**src/hdl/fbe_pkg.sv**
```systemverilog
// Shared command codes, byte constants and the queue entry type of the framebuffer engine.
package fbe_pkg;

    localparam logic [2:0] CMD_POINT   = 3'd0;
    localparam logic [2:0] CMD_START   = 3'd1;
    localparam logic [2:0] CMD_BYTE    = 3'd2;
    localparam logic [2:0] CMD_CLEAR   = 3'd3;
    localparam logic [2:0] CMD_REFRESH = 3'd4;

    localparam logic [7:0] PAGE_ADDR_BASE = 8'hB0;
    localparam logic [7:0] COL_LOW_CMD    = 8'h00;
    localparam logic [7:0] COL_HIGH_CMD   = 8'h10;
    localparam logic [7:0] TOP_BIT_MASK   = 8'h80;

    localparam int NBYTES_W = 13;

    // One classified command as it waits between the front and the back end.
    typedef struct packed {
        logic [2:0]          cmd;
        logic                ok;
        logic [7:0]          pos_x;
        logic [7:0]          pos_y;
        logic [7:0]          img_height;
        logic                pixel_mode;
        logic [7:0]          image_data;
        logic [NBYTES_W-1:0] n_bytes;
    } cmd_t;

endpackage

```
**src/hdl/fbe_front.sv**
```systemverilog
// Front end: accepts input beats, checks bounds and sizes images, and queues the commands.
module fbe_front #(
    parameter int COLUMNS = 128,
    parameter int PAGES   = 8
) (
    input  logic          s_tvalid,
    output logic          s_tready,
    input  logic [47:0]   s_tdata,
    input  logic [2:0]    s_tuser,
    input  logic          init_busy,
    input  logic          q_full,
    output logic          q_push,
    output fbe_pkg::cmd_t q_data
);

    import fbe_pkg::*;

    localparam int ROWS = PAGES * 8;

    logic [7:0] pos_x;
    logic [7:0] pos_y;
    logic [7:0] img_width;
    logic [7:0] img_height;
    logic       pixel_mode;
    logic [7:0] image_data;
    logic [9:0] x_end;
    logic [9:0] y_end;
    logic [5:0] col_pages;
    logic       known_cmd;

    assign pos_x      = s_tdata[7:0];
    assign pos_y      = s_tdata[15:8];
    assign img_width  = s_tdata[23:16];
    assign img_height = s_tdata[31:24];
    assign pixel_mode = s_tdata[32];
    assign image_data = s_tdata[40:33];

    assign x_end     = {2'b00, pos_x} + {2'b00, img_width};
    assign y_end     = {2'b00, pos_y} + {2'b00, img_height};
    assign col_pages = 6'(({2'b00, img_height} + 10'd7) >> 3);

    // Unused command codes are taken off the bus and dropped here.
    assign known_cmd = (s_tuser inside {CMD_POINT, CMD_START, CMD_BYTE, CMD_CLEAR, CMD_REFRESH});

    assign s_tready = !q_full && !init_busy;
    assign q_push   = s_tvalid && s_tready && known_cmd;

    always_comb
    begin
        q_data            = '0;
        q_data.cmd        = s_tuser;
        q_data.pos_x      = pos_x;
        q_data.pos_y      = pos_y;
        q_data.img_height = img_height;
        q_data.pixel_mode = pixel_mode;
        q_data.image_data = image_data;
        q_data.n_bytes    = NBYTES_W'(col_pages) * NBYTES_W'(img_width);
        case (s_tuser)
            CMD_POINT:
            begin
                q_data.ok = ({2'b00, pos_x} < 10'(COLUMNS)) && ({2'b00, pos_y} < 10'(ROWS));
            end
            CMD_START:
            begin
                q_data.ok = (x_end <= 10'(COLUMNS)) && (y_end <= 10'(ROWS));
            end
            default:
            begin
                q_data.ok = 1'b1;
            end
        endcase
    end

endmodule

```
**config.mk**
```make
export PLATFORM = sky130hd
export DESIGN_NAME = fbe_front
export DESIGN_NICKNAME = d
export VERILOG_FILES = /design/src/hdl/fbe_pkg.sv /design/src/hdl/fbe_front.sv
export SDC_FILE = /design/constraint.sdc
export NUM_CORES = 1
export LEC_CHECK = 0
export BUFFER_PORTS_ARGS = -buffer_cell sky130_fd_sc_hd__buf_2
export CAP_MARGIN = 20
export CORE_AREA = 2 2 93 59
export DETAILED_ROUTE_END_ITERATION = 10
export DIE_AREA = 0 0 95 61
export PLACE_DENSITY = 0.83
export SLEW_MARGIN = 20
export SYNTH_ARGS = -nofsm -noshare
export SYNTH_HDL_FRONTEND = slang
export SYNTH_SLANG_ARGS = --single-unit
```
**constraint.sdc**
```tcl
create_clock -name vclk -period 8.35
set_input_delay 2.0875 -clock vclk [all_inputs]
set_output_delay 2.0875 -clock vclk [all_outputs]
set_load 0.03 [all_outputs]
```
# After elaboration in Yosys (flattened, before gate mapping)

Index checks and enable logic that the tools add are counted.
W data, S select, Z words.

Register bits: 0
Latch bits: 0
RAM bits: 0
Memory bits (read-only): 0
Output and inout bits: 52
Word-level logic and storage cells: 22
Memories kept: 0

$add $sub $neg: 3
Multiply operators: 1
Divide/modulo/power cells: 0
Magnitude comparators: 4
Equality and inequality tests: 4
Shift-type cells: 0
Mux-type cells: 1
Bitwise gates (word level): 0
Reduce and logical (&&, ||, !) cells: 9

Operators by type and width:

| cell                  | number |
|---|---|
| $add A8 B8 Y9         | 2 |
| $mul A6 B8 Y13        | 1 |
| $add A8 B3 Y9 const B | 1 |
| $le A9 B7 Y1 const B  | 1 |
| $le A9 B8 Y1 const B  | 1 |
| $lt A8 B7 Y1 const B  | 1 |
| $lt A8 B8 Y1 const B  | 1 |
| $eq A3 B2 Y1 const B  | 2 |
| $logic_and A1 B1 Y1   | 5 |
| $reduce_bool A5 Y1    | 1 |
| $eq A3 B1 Y1 const B  | 1 |
| $eq A3 B3 Y1 const B  | 1 |
| $logic_not A3 Y1      | 1 |
| $logic_not A1 Y1      | 2 |
| $pmux W1 S2           | 1 |

# Longest topological paths before layout

Depth in word-level cells: 4
Mapped depth: 17

# Least setup slack after synthesis

Ideal clock, no wire load.

Path kind: input to output
Start: input s_tdata[24]
End: output q_data[12] (netlist bit)
Arrival time: 6297 ps
Data required time: 6262 ps
Setup slack: -34 ps
Stages on the path: 16
Path buffers: 1
Cell sequence: nor3_1 nor2_1 and3_1 clkbuf_1 and2_1 fa_1 fa_1 inv_1 fa_1 inv_1 ha_1 o21ai_0 nor2_1 o41ai_1 o21ai_0 xnor2_1

RTL lines:

| element         | line            | source |
|---|---|---|
| start, declared | fbe_front.sv:8  | `input logic [47:0] s_tdata,` |
| end, declared   | fbe_front.sv:13 | `output fbe_pkg::cmd_t q_data` |

==> metrics.txt <==
status=finished clean; top cell family by delay on the critical path=adder cells; number of DRC violations after detailed-routing iteration 0=64; cell count after synthesis=311; Tot GR Track Use=20.4%; number of routed nets with antenna violations=0; Period minus WS final=8.25 ns; critical path capture point type=primary output; number of clock buffers in the layout=0; total wire length=6.10 mm; sequential cell area in the final layout=0 um^2; global-route wire length before repair=9.62 mm; number of flip-flops and latches=0; startpoint type of the worst setup path=primary input; overall die width=95 um; placed cell areas=0.00289 mm^2; relative max-transition margin=67.3%; floorplan die height=61 um; final cell count without fillers=455; ratio of total power to cell area=171 mW/mm^2; final worst-path cycle share=98.8%; worst path buffer plus inverter count=8; startpoint-to-endpoint class of the critical path=primary input to primary output; total global routing overflow=0; Final setup violation count=0; Routed WL per cell=13.4 um; count of input and output buffers=81; average cell area after synthesis=7.89 um^2; max-slew violations=0; Remaining DRCs=0; hold violation count in the final report=0; maximum vdd ir drop=0.106 mV; Worst Max-Slew Pin Slew=0.490 ns; critical path, cell by cell=buf_2 > nor3_4 > buf_4 > buf_4 > xnor2_4 > and2_4 > fa_1 > inv_2 > fa_1 > fa_1 > inv_1 > ha_4 > a211oi_2 > nor2_2 > o41ai_2 > buf_4 > buf_4 > xnor2_2 > buf_4; Worst setup startpoint=s_tdata[26]; arrival time at the worst endpoint=6.16 ns; antenna fix cells=0; Placeable Area=0.00493 mm^2; hold buffer count at cts=0; Req. time, crit path=6.26 ns; largest net degree at the start of global routing=9; number of max-cap violations=0; effective utilization at floorplan=49.7%; leakage component of the power=1.68 nW; critical path's largest stage delay=0.55 ns; Final nets=508; ports placed on the boundary=106; hold wc startpoint=s_tdata[34]; layout cells sized above 1=38.6%; area growth from synthesis to layout=28.2%; Core Rows=20; area of all placed cells without fillers=0.00314 mm^2; Total Die Area=0.00580 mm^2; Unique masters post-synth=44; Detailed Place HPWL=4.92 mm; Yosys warnings=0; crit path max fanout=5; worst hold path class=primary input to primary output; maximum clock frequency=121 MHz; Final Wtd Congestion=0.756; mapped cell area=0.00245 mm^2; antenna violations before repair=0; most prevalent standard cell on the critical path=buf_4; Mapped Nets=428; vias=2356; slowest stage cell on the critical path=fa_1; via density per instance=5.18; proportion of synthesized chip area in sequential cells=0%; number of detailed-routing iterations run before antenna repair=4; vias in the first global route=2247; number of cells after detailed placement=450
cell usage after synthesis, types with 5 or more instances:
| master | count | area [um^2] |
|---|---|---|
| nor3_1 | 5 | 25.0 |
| inv_1 | 47 | 176 |
| and2_1 | 26 | 163 |
| buf_4 | 36 | 270 |
| xor2_1 | 6 | 52.6 |
| ha_1 | 37 | 463 |
| and3_1 | 6 | 37.5 |
| o21ai_0 | 9 | 45.0 |
| xnor2_1 | 15 | 131 |
| nand2_1 | 25 | 93.8 |
| fa_1 | 26 | 521 |
| nor2_1 | 15 | 56.3 |
| a21oi_1 | 10 | 50.1 |
timing repair:
item / 4_1_cts / 5_1_grt
resized for setup: 6 / 44
buffers inserted: 0 / 6
endpoints found under the setup margin: 4 / 4
pin swaps: 0 / 21
cloned: 0 / 0
per-stage QoR:
stage	hold slack (ns)	power, W	setup WS, ns	setup TNS [ns]	util [%]
global placement	4.18	0.000451	-0.155	-0.403	58.7
floorplan	4.29	0.000335	0.0921	0	-
CTS	4.18	0.000474	0.0111	0	59.2
finish	4.18	0.000538	0.0988	0	63.8
detailed placement	4.18	0.000468	-0.323	-1.02	58.7
global route	4.18	0.000594	-0.100	-0.218	63.8
placed cells by master, fill, tap and decap left out, drive strengths merged, types with 6 or more instances in the layout:
master  instances
ha             37
nand2          25
and2           28
fa             26
o21ai           9
xor2            6
nor2           15
inv            47
and3            6
xnor2          15
buf           115
a21oi          10
cell type report:
type / count / area, um^2
repair buffers: 115 / 691
multi-input cells: 227 / 2190
well taps: 66 / 82.6
fillers: 445 / 1790
inverters: 47 / 176
power by group:
| part | internal (W) | switching [W] |
|---|---|---|
| Combinational | 0.000232 | 0.000306 |
| Clock | 0 | 0 |
| Sequential | 0 | 0 |
metal layers:
layer	up-vias	track usage, %	part of all wire, %
li1	1142	-	-
met1	1124	28.3	44
met2	83	37.9	51
met3	7	0.994	4.7
met4	0	1.24	0.72
met5	-	0	0
final timing paths:
path / slack [ns] / cells after the start / end
worst max-delay path: 0.1 / 19 / q_data[10]
worst min-delay path: 4.18 / 0 / q_data[14]
cells by family (layout without fill, tap and decap cells):
family	count (synthesis)	count (layout)	synth area share, %
simple gates	98	98	21.2
xor+xnor	21	21	7.50
compound gates	45	45	12.8
fa+ha+maj	63	63	40.1
buf+inv	84	162	18.4
(Power assumes the default switching activity.)
