===== src/hdl/fbe_pkg.sv =====
// Shared command codes, byte constants and the queue entry type of the framebuffer engine.
package fbe_pkg;

    localparam logic [2:0] CMD_POINT   = 3'd0;
    localparam logic [2:0] CMD_START   = 3'd1;
    localparam logic [2:0] CMD_BYTE    = 3'd2;
    localparam logic [2:0] CMD_CLEAR   = 3'd3;
    localparam logic [2:0] CMD_REFRESH = 3'd4;

    localparam logic [7:0] PAGE_ADDR_BASE = 8'hB0;
    localparam logic [7:0] COL_LOW_CMD    = 8'h00;
    localparam logic [7:0] COL_HIGH_CMD   = 8'h10;
    localparam logic [7:0] TOP_BIT_MASK   = 8'h80;

    localparam int NBYTES_W = 13;

    // One classified command as it waits between the front and the back end.
    typedef struct packed {
        logic [2:0]          cmd;
        logic                ok;
        logic [7:0]          pos_x;
        logic [7:0]          pos_y;
        logic [7:0]          img_height;
        logic                pixel_mode;
        logic [7:0]          image_data;
        logic [NBYTES_W-1:0] n_bytes;
    } cmd_t;

endpackage


===== src/hdl/fbe_queue.sv =====
// Short command queue that decouples the front end from the back end.
module fbe_queue #(
    parameter int DEPTH = 2
) (
    input  logic          clk,
    input  logic          rst_n,
    input  logic          push,
    input  fbe_pkg::cmd_t push_data,
    output logic          full,
    input  logic          pop,
    output logic          head_valid,
    output fbe_pkg::cmd_t head
);

    import fbe_pkg::*;

    localparam int PTR_W = (DEPTH > 1) ? $clog2(DEPTH) : 1;
    localparam int CNT_W = $clog2(DEPTH + 1);

    cmd_t             slot_reg [DEPTH];
    logic [PTR_W-1:0] wr_ptr_reg;
    logic [PTR_W-1:0] wr_ptr_next;
    logic [PTR_W-1:0] rd_ptr_reg;
    logic [PTR_W-1:0] rd_ptr_next;
    logic [CNT_W-1:0] count_reg;
    logic [CNT_W-1:0] count_next;

    assign full       = (count_reg == CNT_W'(DEPTH));
    assign head_valid = (count_reg != '0);
    assign head       = slot_reg[rd_ptr_reg];

    always_comb
    begin
        wr_ptr_next = wr_ptr_reg;
        rd_ptr_next = rd_ptr_reg;
        count_next  = count_reg;
        if (push)
        begin
            wr_ptr_next = (wr_ptr_reg == PTR_W'(DEPTH - 1)) ? '0 : PTR_W'(wr_ptr_reg + 1'b1);
        end
        if (pop)
        begin
            rd_ptr_next = (rd_ptr_reg == PTR_W'(DEPTH - 1)) ? '0 : PTR_W'(rd_ptr_reg + 1'b1);
        end
        if (push && !pop)
        begin
            count_next = CNT_W'(count_reg + 1'b1);
        end
        else if (pop && !push)
        begin
            count_next = CNT_W'(count_reg - 1'b1);
        end
    end

    always_ff @(posedge clk or negedge rst_n)
    begin
        if (!rst_n)
        begin
            wr_ptr_reg <= '0;
            rd_ptr_reg <= '0;
            count_reg  <= '0;
        end
        else
        begin
            wr_ptr_reg <= wr_ptr_next;
            rd_ptr_reg <= rd_ptr_next;
            count_reg  <= count_next;
        end
    end

    always_ff @(posedge clk)
    begin
        if (push)
        begin
            slot_reg[wr_ptr_reg] <= push_data;
        end
    end

endmodule


===== config.mk =====
export PLATFORM = sky130hd
export DESIGN_NAME = fbe_queue
export DESIGN_NICKNAME = d
export VERILOG_FILES = /design/src/hdl/fbe_pkg.sv /design/src/hdl/fbe_queue.sv
export SDC_FILE = /design/constraint.sdc
export NUM_CORES = 1
export LEC_CHECK = 0
export BUFFER_PORTS_ARGS = -buffer_cell sky130_fd_sc_hd__buf_2
export CAP_MARGIN = 10
export CORE_ASPECT_RATIO = 1.1
export CORE_UTILIZATION = 35
export DETAILED_ROUTE_END_ITERATION = 10
export GPL_TIMING_DRIVEN = 0
export PLACE_DENSITY = 0.55
export SETUP_SLACK_MARGIN = 0.2
export SYNTH_ARGS = -nofsm -noshare
export SYNTH_HDL_FRONTEND = slang
export SYNTH_SLANG_ARGS = --single-unit

===== constraint.sdc =====
create_clock -name clk -period 6.05 [get_ports clk]
set_input_delay 0.3025 -clock clk [delete_from_list [all_inputs] [get_ports clk]]
set_output_delay 0.3025 -clock clk [all_outputs]
set_load 0.02 [all_outputs]

# After elaboration in Yosys (flattened, before gate mapping)
# Memory sizes are Yosys's and may differ from the RTL's.
# Index checks and enable logic that the tools add are counted.
[totals]
reg_bits = 4
ram_bits = 100
input_bits = 54
output_inout_bits = 52
wordCells = 21
n_memories = 1
[op_classes]
addsub = 4
eq_ne = 1
n_mux = 6
n_reduce_logical = 6
[mem_list]
columns = ["name", "words", "width", "rd", "rd_ports_with_merged_regs", "wr", "line_no", "text"]
rows = [
  ["slot_reg", 2, 50, 1, 0, 1, "fbe_queue.sv:20", "cmd_t slot_reg [DEPTH];"],
]
[op_table]
columns = ["cell", "count"]
rows = [
  ["$mux W1", 4],
  ["$mux W2", 2],
  ["$reduce_bool A2 Y1", 2],
  ["$add A1 B1 Y1 const B", 2],
  ["$add A2 B1 Y2 const B", 1],
  ["$eq A2 B2 Y1 const B", 1],
  ["$logic_and A1 B1 Y1", 2],
  ["$logic_not A1 Y1", 2],
  ["$sub A2 B1 Y2 const B", 1],
]

# Logic depth before layout (Yosys ltp)
# Gate-level depths: netlist of the first run.
[depth]
depth_word = 4
ltp_mapped = 5
depth_no_buf = 5

# Least setup slack after synthesis of the first run
# No wires, ideal clock.
[synth_path]
path_kind = "reg2reg"
startpoint = "reg wr_ptr_reg"
endpoint = "mem slot_reg[0][0] (netlist name) (enable)"
setup_ps = 464
arrival_time_ps = 2632
required_ps = 5586
setup_slack_ps = 2954
stages_incl_launch_ff = 2
n_path_buf = 0
period_less_slack_ps = 3096
path_cell_list = "dfrtp_1 > nor2b_1"
[synth_lines]
columns = ["item", "line_no", "text"]
rows = [
  ["start: declaration", "fbe_queue.sv:21", "logic [PTR_W-1:0] wr_ptr_reg;"],
  ["start signal: assignment", "fbe_queue.sv:65", "wr_ptr_reg <= wr_ptr_next;"],
  ["end: declaration", "fbe_queue.sv:20", ""],
]
# Straight into the memory's write port.

==> impl_metrics.py, run 1 <==
metrics = {
    "die": {
        "die_y_um": 115,
        "row_count": 40,
        "die_area_mm2": 0.0120,
        "start_util": 0.365,
        "ios": 106,
        "die_x_um": 105,
        "fp.coreArea_mm2": 0.0111,
    },
    "synthesis": {
        "synth_area_mm2": 0.00405,
        "synth_top_area_frac": 0.741,
        "ys_seq_area_frac": 0.766,
        "yosys-top-cells-area": "edfxtp_1 (74%), mux2_4 (18%), buf_12 (2.5%), dfrtp_1 (2.5%), xor2_1 (0.86%)",
        "synth_fp_nets": 227,
        "synth-compound-area-share": 0,
        "yosysWarnings": 0,
        "synth_flop_cell": "edfxtp_1",
        "synth_edf_count": 100,
        "synth.mux.area_fraction": 0.184,
        "synthAdderAreaFrac": 0.00309,
        "yosysMostFrequentCell": "edfxtp_1",
        "synth_seq_cells": 104,
        "synth_common_cells": "edfxtp_1 (100), mux2_4 (49), buf_12 (5)",
        "yosysUniqueCellTypes": 14,
        "yosys.area_share.simple": 0.00711,
        "syn-mean-instance-area_um2": 23.5,
        "syn-instance-count": 172,
        "yosys.area.top_type": "edfxtp_1",
        "synth_xor_xnor_area_share": 0.0108,
        "async_flop_share": 0.0385,
        "synth_top_family_by_area": "multiplexers",
    },
    "setup_path": {
        "start_kind": "register",
        "endpoint_kind": "primary output",
        "reg2reg_to": "slot_reg[0][35]",
        "required_ns": 5.75,
        "crit_path_end": "head[36]",
        "crit_arrival_ns": 1.49,
        "r2r_cells": 3,
        "rrSetupSlack_ns": 4.45,
        "timing.rr.start": "wr_ptr_reg",
        "critPathLaunch": "rd_ptr_reg",
        "cp_max_fo": 10,
        "path_class": "reg -> out",
    },
    "cts": {
        "cts.sinks": 104,
        "cts_tree": "built",
        "cts.root.buffer_cell": "clkbuf_16",
        "cts_made_buffers": 9,
        "clk_path_buf_depth": 2,
        "cts.htree.levels": 3,
        "worstSkewPairLatency_ns": 0.34,
        "clkSlewWorstSetupHoldPaths_ns": 0.06,
    },
    "pwr": {
        "finalPower_uw": 2440,
        "swShare": 0.307,
        "leakage_uw": 0.00207,
        "power.share.sequential": 0.409,
        "p_comb_frac": 0.386,
        "p_switching_uw": 749,
        "irDropWorstVdd_v": 0.000206,
        "clockPowerShare": 0.206,
        "p_per_area_mw_per_mm2": 477,
        "internal_power_uw": 1690,
    },
    "timing": {
        "finalHoldViolations": 0,
        "setup_tns_ns": 0,
        "rsz0062_at_grt": "false",
        "fin_crit_sh": 0.296,
        "slew_headroom": 0.632,
        "finalSetupViolations": 0,
        "fmax_ghz": 0.559,
        "final_max_slew_viol_count": 0,
        "tightest_slew_ns": 0.551,
        "finClkSkew_ns": 0.00558,
        "period_needed_ns": 1.79,
    },
    "detailed_routing": {
        "drtAntennaViolNets": 0,
        "wirelength_um": 6440,
        "routedWlPerCell_um": 14.5,
        "viasPerCell": 4.30,
        "drc": 0,
        "drt-initial-drc-count": 47,
        "vias": 1910,
        "drtPass1Iterations": 4,
    },
    "final_layout": {
        "nNetsFinal": 347,
        "area_growth_pct": 26.2,
        "fillerInstances": 1018,
        "largest_reg_flops": 100,
        "drive_gt1_frac": 0.605,
    },
    "min_path": {
        "timing.hold.worst.class": "in -> reg",
    },
    "global_route": {
        "grt_pass1_wl_um": 9790,
        "antenna_found_initial": 1,
        "grtUsageTotal": 0.112,
        "grt-ovfl-total": 0,
        "grt_max_degree": 36,
        "first_global_vias": 1949,
    },
    "placed_design": {
        "io_buffers": 105,
        "dpl.hpwl_um": 4490,
        "gp_congestion": 0.629,
    },
    "job": {
        "drv_cap": 0,
    },
    "status": {
        "status": "finished, final reports clean",
    },
}
-- placed cells by master, fill, tap and decap left out, types with 2 or more instances in the layout --
cell type / netlist / final
mux2_4: 49 / 49
buf_2: 0 / 105
xor2_1: 4 / 4
edfxtp_1: 100 / 100
clkbuf_16: 0 / 9
clkbuf_1: 0 / 2
buf_12: 5 / 6
buf_16: 0 / 2
clkinv_2: 0 / 2
dfrtp_1: 4 / 4
-- repair_timing --
action                                 4_1_cts  5_1_grt
endpoints found under the hold margin        4        0
buffers inserted                             0        0
hold buffers                                 1        0
resized for setup                            0        0
-- layer usage --
layer / global-route usage / share of wire
met1: 0.120 / 0.40
met2: 0.193 / 0.52
met3: 0.0329 / 0.055
met4: 0.0800 / 0.025
met5: 0 / 0
-- through the flow --
stage / worst slack (ns) / hold WS (ns) / instances / cell area [µm²] / utilization
2_1_floorplan: 2.95 / 0.00691 / 172 / 4050 / -
3_3_place_gp: 1.48 / 0.110 / 424 / 4760 / 0.428
3_5_place_dp: 4.36 / 0.112 / 427 / 4840 / 0.436
4_1_cts: 4.22 / 0.135 / 443 / 5110 / 0.460
5_1_grt: 4.19 / 0.135 / 443 / 5110 / 0.460
6_report: 4.26 / 0.153 / 444 / 5110 / 0.460
-- cells by family after synthesis --
| logic type | Yosys count |
|---|---|
| AND/OR/NAND/NOR | 5 |
| buffers and inverters | 7 |
| multiplexers | 50 |
| XOR/XNOR | 5 |
| flip-flops | 104 |
| adder cells (fa/ha/maj) | 1 |
-- worst max-delay path: stages, from the launching register on --
cell,delay (ns)
dfrtp_1,0.35
buf_6,0.18
buf_12,0.16
mux2_4,0.31
buf_2,0.16
-- area by class of cell --
class	count	area [µm²]	share of cell area
Multi-Input combinational cell	61	841	0.165
Antenna cell	1	2.50	0.000490
Clock inverter	4	22.5	0.00441
Sequential cell	104	3100	0.607
Inverter	1	3.75	0.000734
Clock buffer	11	233	0.0455
Buffer	6	111	0.0218
Timing Repair Buffer	109	611	0.119
Tap cell	147	184	0.0360
-- power groups by stage --
stage / clock [µW] / combinational, µW / sequential [µW]
final: 501 / 940 / 996
after global routing: 541 / 1000 / 1010
after CTS: 521 / 965 / 997
after detailed placement: 0 / 960 / 1010
after global placement: 0 / 925 / 1020
after floorplan: 0 / 698 / 1010
-- worst min-delay path by stage --
stage	start	endpoint	slack (ns)	depth (start not counted)
floorplan	rst_n	count_reg[0]	0.007	0
global placement	rst_n	count_reg[1]	0.11	1
detailed placement	rst_n	count_reg[1]	0.11	1
CTS	push_data[5]	slot_reg[0][5]	0.13	1
global route	push_data[2]	slot_reg[1][2]	0.14	1
finish	push_data[0]	slot_reg[1][0]	0.15	1
(Power assumes the default switching activity.)
==> run 2, diff against run 1 <==
--- a/config.mk
+++ b/config.mk
@@ -5,6 +5,7 @@
 export SDC_FILE = /design/constraint.sdc
 export NUM_CORES = 1
 export LEC_CHECK = 0
+export ABC_AREA = 1
 export BUFFER_PORTS_ARGS = -buffer_cell sky130_fd_sc_hd__buf_2
 export CAP_MARGIN = 10
 export CORE_ASPECT_RATIO = 1.1
==> constraint.sdc (replaced) <==
create_clock -name clk -period 1.65 [get_ports clk]
set_input_delay 0.0825 -clock clk [delete_from_list [all_inputs] [get_ports clk]]
set_output_delay 0.0825 -clock clk [all_outputs]
set_load 0.02 [all_outputs]
==> run 2 against run 1 <==
  * Synthesized cell count is 5.2% higher
  * Clock power grew to 4.1 times the previous value
  * Cell area is 18% higher
  * Sequential power grew to 3.7 times the previous value
  * Final cell count is 15% higher
  * Sequential share of layout area is 9.4 points lower
==> impl_metrics.py, run 2 <==
metrics = {
    "cts": {
        "cts.htree.levels": 3,
        "cts.sinks": 104,
        "clk_path_buf_depth": 2,
        "cts_tree": "built",
        "cts_made_buffers": 9,
        "worstSkewPairLatency_ns": 0.34,
        "clkSlewWorstSetupHoldPaths_ns": 0.07,
        "cts.root.buffer_cell": "clkbuf_16",
    },
    "placed_design": {
        "gp_congestion": 0.636,
        "dpl.hpwl_um": 4240,
        "io_buffers": 105,
    },
    "die": {
        "ios": 106,
        "row_count": 40,
        "die_area_mm2": 0.0121,
        "fp.coreArea_mm2": 0.0111,
        "die_y_um": 115,
        "die_x_um": 105,
        "start_util": 0.366,
    },
    "timing": {
        "final_max_slew_viol_count": 0,
        "holdWs_ns": 0.0743,
        "finalSetupViolations": 0,
        "setup_tns_ns": 0,
        "period_needed_ns": 1.60,
        "fmax_ghz": 0.627,
        "finalHoldViolations": 0,
        "finClkSkew_ns": 0.00771,
        "slew_headroom": 0.457,
        "fin_crit_sh": 0.967,
        "tightest_slew_ns": 0.814,
        "rsz0062_at_grt": "true",
    },
    "setup_path": {
        "endpoint_kind": "primary output",
        "rrSetupSlack_ns": 0.14,
        "crit_arrival_ns": 1.51,
        "cp_max_fo": 10,
        "timing.rr.start": "wr_ptr_reg",
        "path_class": "reg -> out",
        "start_kind": "register",
        "r2r_cells": 2,
        "crit_path_end": "head[49]",
        "reg2reg_to": "slot_reg[1][10]",
        "critPathLaunch": "rd_ptr_reg",
        "required_ns": 1.57,
    },
    "synthesis": {
        "synth_seq_cells": 104,
        "ys_seq_area_frac": 0.763,
        "async_flop_share": 0.0385,
        "synth_common_cells": "edfxtp_1 (100), mux2_4 (49), inv_1 (7)",
        "synth_edf_count": 100,
        "synth_flop_cell": "edfxtp_1",
        "syn-instance-count": 181,
        "synth_top_area_frac": 0.738,
        "yosysWarnings": 0,
        "yosysUniqueCellTypes": 14,
        "synth_fp_nets": 236,
        "yosys-top-cells-area": "edfxtp_1 (74%), mux2_4 (18%), buf_12 (2.5%), dfrtp_1 (2.5%), inv_1 (0.65%)",
        "yosysMostFrequentCell": "edfxtp_1",
        "syn-mean-instance-area_um2": 22.5,
        "yosys.area.top_type": "edfxtp_1",
        "synth_area_mm2": 0.00407,
    },
    "pwr": {
        "irDropWorstVdd_v": 0.000696,
        "leakage_uw": 0.00245,
        "internal_power_uw": 7140,
        "clockPowerShare": 0.203,
        "swShare": 0.299,
        "p_per_area_mw_per_mm2": 1680,
        "p_comb_frac": 0.436,
        "p_switching_uw": 3040,
        "power.share.sequential": 0.361,
        "finalPower_uw": 10200,
    },
    "final_layout": {
        "area_growth_pct": 48.9,
        "final_common_cell": "edfxtp_1",
        "mostFrequentLayoutCells": "edfxtp_1 (100), buf_2 (61), dlygate4sd3_1 (53)",
        "nNetsFinal": 413,
        "antenna_cells": 0,
        "drive_gt1_frac": 0.518,
        "largest_reg_flops": 100,
    },
    "global_route": {
        "grt_max_degree": 26,
        "first_global_vias": 2193,
        "grt-ovfl-total": 0,
        "antenna_found_initial": 0,
        "grtUsageTotal": 0.121,
        "grt_pass1_wl_um": 10800,
    },
    "detailed_routing": {
        "routedWlPerCell_um": 14.2,
        "wirelength_um": 7230,
        "drt-initial-drc-count": 68,
        "drc": 0,
        "drtAntennaViolNets": 0,
        "viasPerCell": 4.29,
        "vias": 2190,
        "drtPass1Iterations": 4,
    },
    "status": {
        "status": "finished, final reports clean",
    },
    "job": {
        "drv_cap": 0,
    },
    "min_path": {
        "timing.hold.worst.class": "in -> async",
    },
}
[run 2: cell types whose count changed after synthesis, moves of 2 or more]
cell,previous run,this run
nor2b_1,2,0
inv_1,1,7
xor2_1,4,2
nand2_1,0,6
[run 2: critical path, cell delays in order, from the launching register on]
cell	delay [ns]
dfrtp_1	0.38
buf_12	0.18
buf_12	0.16
mux2_4	0.30
buf_2	0.16
[run 2: logic make-up after synthesis]
kind of cell / Yosys count / synth area share
flops: 104 / 0.763
mux: 50 / 0.184
buf+inv: 13 / 0.0338
simple gates: 10 / 0.0102
xor+xnor: 3 / 0.00646
fa+ha+maj: 1 / 0.00308
[run 2: power by group through the flow]
stage	combinational (µW)	clock [µW]	sequential, µW
after floorplan	2580	0	3680
after CTS	3960	2150	3670
after detailed placement	3460	0	3730
after global placement	3420	0	3710
final	4440	2070	3680
after global routing	4690	2250	3720
[run 2: through the flow]
step / area (µm²) / util / setup WS (ns) / cells
6_report: 6060 / 0.545 / 0.0540 / 510
5_1_grt: 6060 / 0.545 / -0.00717 / 510
4_1_cts: 5810 / 0.523 / 0.0171 / 508
3_5_place_dp: 4810 / 0.433 / -0.488 / 434
3_3_place_gp: 4790 / 0.431 / -0.501 / 433
2_1_floorplan: 4080 / - / 0.0569 / 181
[run 2: layout make-up]
cell class,instances,area [µm²]
clock inverter,7,72.6
multi-input combinational,65,852
timing repair buffer,164,1460
buffer,6,120
timing repair inverter,1,7.51
inverter,7,30.0
fill,920,5050
tap,147,184
sequential,104,3100
clock buffer,9,225
[run 2: how the worst min path moves through the flow]
stage | start | end | slack (ns) | cells after the start
floorplan | rst_n | count_reg[0] | -0.21 | 0
global placement | rst_n | rd_ptr_reg | -0.10 | 1
detailed placement | rst_n | rd_ptr_reg | -0.1 | 1
CTS | rst_n | count_reg[0] | 0.06 | 2
global route | rst_n | count_reg[1] | 0.09 | 2
finish | rst_n | count_reg[1] | 0.07 | 2
[run 2: what timing repair did]
item                       in CTS  in global routing
buffers inserted                2                  0
pin swaps                       1                  0
hold endpoints to repair      106                  0
setup endpoints to repair     150                114
hold buffers                   53                  0
cloned                          3                  2
resized for setup              35                 61
[run 2: routing by layer]
| layer | track usage | part of all wire | vias to the layer above |
|---|---|---|---|
| li1 | - | - | 1052 |
| met4 | 0.0479 | 0.012 | 0 |
| met2 | 0.209 | 0.52 | 68 |
| met1 | 0.137 | 0.42 | 1063 |
| met5 | 0 | 0 | - |
| met3 | 0.0431 | 0.042 | 7 |
==> run 3, diff against run 2 <==
--- a/config.mk
+++ b/config.mk
@@ -10,9 +10,10 @@
 export CAP_MARGIN = 10
 export CORE_ASPECT_RATIO = 1.1
 export CORE_UTILIZATION = 35
+export CTS_CLUSTER_SIZE = 28
 export DETAILED_ROUTE_END_ITERATION = 10
 export GPL_TIMING_DRIVEN = 0
-export PLACE_DENSITY = 0.55
+export PLACE_DENSITY = 0.57
 export SETUP_SLACK_MARGIN = 0.2
 export SYNTH_ARGS = -nofsm -noshare
 export SYNTH_HDL_FRONTEND = slang
==> constraint.sdc (replaced) <==
create_clock -name clk -period 1.45 [get_ports clk]
set_input_delay 0.0725 -clock clk [delete_from_list [all_inputs] [get_ports clk]]
set_output_delay 0.0725 -clock clk [all_outputs]
set_load 0.02 [all_outputs]
==> run 3 against run 2 <==
  * The run now ends with setup timing left
  * Sequential cell count unchanged
  * Utilization is 0.62 points higher
  * Clock power rose by 21%
  * Sequential share of layout area shrank 0.58 points
  * Critical path type unchanged
  * Highest routed layer unchanged
==> impl_metrics.py, run 3 (same netlist as run 2, synthesis figures left out) <==
metrics = {
    "detailed_routing": {
        "viasPerCell": 4.26,
        "vias": 2225,
        "drtAntennaViolNets": 0,
        "routedWlPerCell_um": 14.4,
        "drc": 0,
        "drtPass1Iterations": 4,
        "drt-initial-drc-count": 78,
        "wirelength_um": 7500,
    },
    "cts": {
        "cts_made_buffers": 9,
        "cts_tree": "built",
        "clkSlewWorstSetupHoldPaths_ns": 0.07,
        "clk_path_buf_depth": 2,
        "cts.sinks": 104,
        "cts.root.buffer_cell": "clkbuf_16",
        "worstSkewPairLatency_ns": 0.33,
        "cts.htree.levels": 3,
    },
    "final_layout": {
        "nNetsFinal": 426,
        "area_growth_pct": 50.6,
        "drive_gt1_frac": 0.533,
        "largest_reg_flops": 100,
        "layout.cells.non_filler": 522,
        "final_common_cell": "edfxtp_1",
        "antenna_cells": 0,
        "mostFrequentLayoutCells": "edfxtp_1 (100), buf_2 (69), dlygate4sd3_1 (52)",
    },
    "global_route": {
        "grt-ovfl-total": 0,
        "antenna_found_initial": 0,
        "grt_max_degree": 20,
        "grt_pass1_wl_um": 11200,
        "grtUsageTotal": 0.125,
        "first_global_vias": 2307,
    },
    "pwr": {
        "leakage_uw": 0.00251,
        "finalPower_uw": 11600,
        "irDropWorstVdd_v": 0.000988,
        "p_per_area_mw_per_mm2": 1900,
        "swShare": 0.296,
        "p_comb_frac": 0.426,
        "power.share.sequential": 0.358,
        "clockPowerShare": 0.215,
        "internal_power_uw": 8180,
        "p_switching_uw": 3440,
    },
    "die": {
        "die_x_um": 105,
        "fp.coreArea_mm2": 0.0111,
        "start_util": 0.366,
        "ios": 106,
        "die_area_mm2": 0.0121,
        "die_y_um": 115,
        "row_count": 40,
    },
    "timing": {
        "tightest_slew_ns": 0.166,
        "period_needed_ns": 1.54,
        "rsz0062_at_grt": "true",
        "finalHoldViolations": 0,
        "holdWs_ns": 0.0705,
        "final_max_slew_viol_count": 0,
        "fmax_ghz": 0.648,
        "fin_crit_sh": 1.07,
        "slew_headroom": 0.890,
        "finClkSkew_ns": 0.00443,
        "layout_setup_ws_ns": -0.0943,
        "finalSetupViolations": 50,
    },
    "min_path": {
        "timing.hold.worst.class": "in -> async",
    },
    "setup_path": {
        "path_class": "reg -> out",
        "rrSetupSlack_ns": 0.25,
        "reg2reg_to": "slot_reg[0][13]",
        "required_ns": 1.38,
        "cp_max_fo": 10,
        "start_kind": "register",
        "timing.rr.start": "wr_ptr_reg",
        "endpoint_kind": "primary output",
        "crit_arrival_ns": 1.47,
        "r2r_cells": 3,
    },
    "placed_design": {
        "io_buffers": 105,
        "dpl.hpwl_um": 4240,
        "gp_congestion": 0.623,
        "dpl_worst_slack_ns": -0.703,
        "dp_cells": 435,
    },
    "status": {
        "violations": "setup timing",
        "status": "complete, but fails checks",
    },
    "job": {
        "drv_cap": 0,
    },
}
## run 3: cell type report
| class | instances | area [µm²] |
|---|---|---|
| Clock buffer | 10 | 229 |
| Tap cell | 147 | 184 |
| Multi-Input combinational cell | 64 | 842 |
| Inverter | 7 | 30.0 |
| Sequential cell | 104 | 3100 |
| Fill cell | 916 | 4990 |
| Buffer | 6 | 111 |
| Timing Repair inverter | 3 | 22.5 |
| Timing Repair Buffer | 176 | 1520 |
| Clock inverter | 5 | 81.3 |
## run 3: how the worst max path moves through the flow
stage / startpoint / endpoint / slack, ns / cells after the start
global placement: wr_ptr_reg / slot_reg[1][35] / -0.69 / 2
finish: rd_ptr_reg / head[33] / -0.09 / 4
detailed placement: wr_ptr_reg / slot_reg[1][35] / -0.70 / 2
floorplan: wr_ptr_reg / slot_reg[1][0] / -0.14 / 2
CTS: rd_ptr_reg / head[9] / -0.12 / 4
global route: rd_ptr_reg / head[0] / -0.16 / 4
## run 3: routing by layer
layer	vias to the layer above	track usage	part of all wire
li1	1074	-	-
met1	1078	0.142	0.43
met2	66	0.227	0.52
met3	7	0.0346	0.044
met4	0	0.0460	0.0087
met5	-	0	0
## run 3: stage by stage
step                cell area, µm²  utilization  TNS, ns
floorplan                     4080            -   -13.64
global placement              4790        0.431   -65.77
detailed placement            4850        0.436   -39.31
CTS                           5900        0.531    -5.38
global route                  6120        0.551    -7.09
finish                        6120        0.551    -3.73
## run 3: timing repair
item,4_1_cts,5_1_grt
endpoints found under the hold margin,106,0
setup endpoints to repair,150,100
hold buffers,53,0
buffers inserted,12,1
cloned,3,3
resized for setup,28,51
pin swaps,1,1
## run 3: worst max-delay path, cell delays in order, from the launching register on
cell and delay, ns:
dfrtp_1 0.37, buf_6 0.15, buf_12 0.15, mux2_4 0.30, buf_2 0.16
## run 3: power by group through the flow
stage                     sequential (µW)  combinational, µW  clock [µW]
final                                4160               4950        2500
after global routing                 4220               5240        2670
after CTS                            4160               4550        2610
after detailed placement             4240               3990           0
after global placement               4220               3880           0
after floorplan                      4190               2930           0
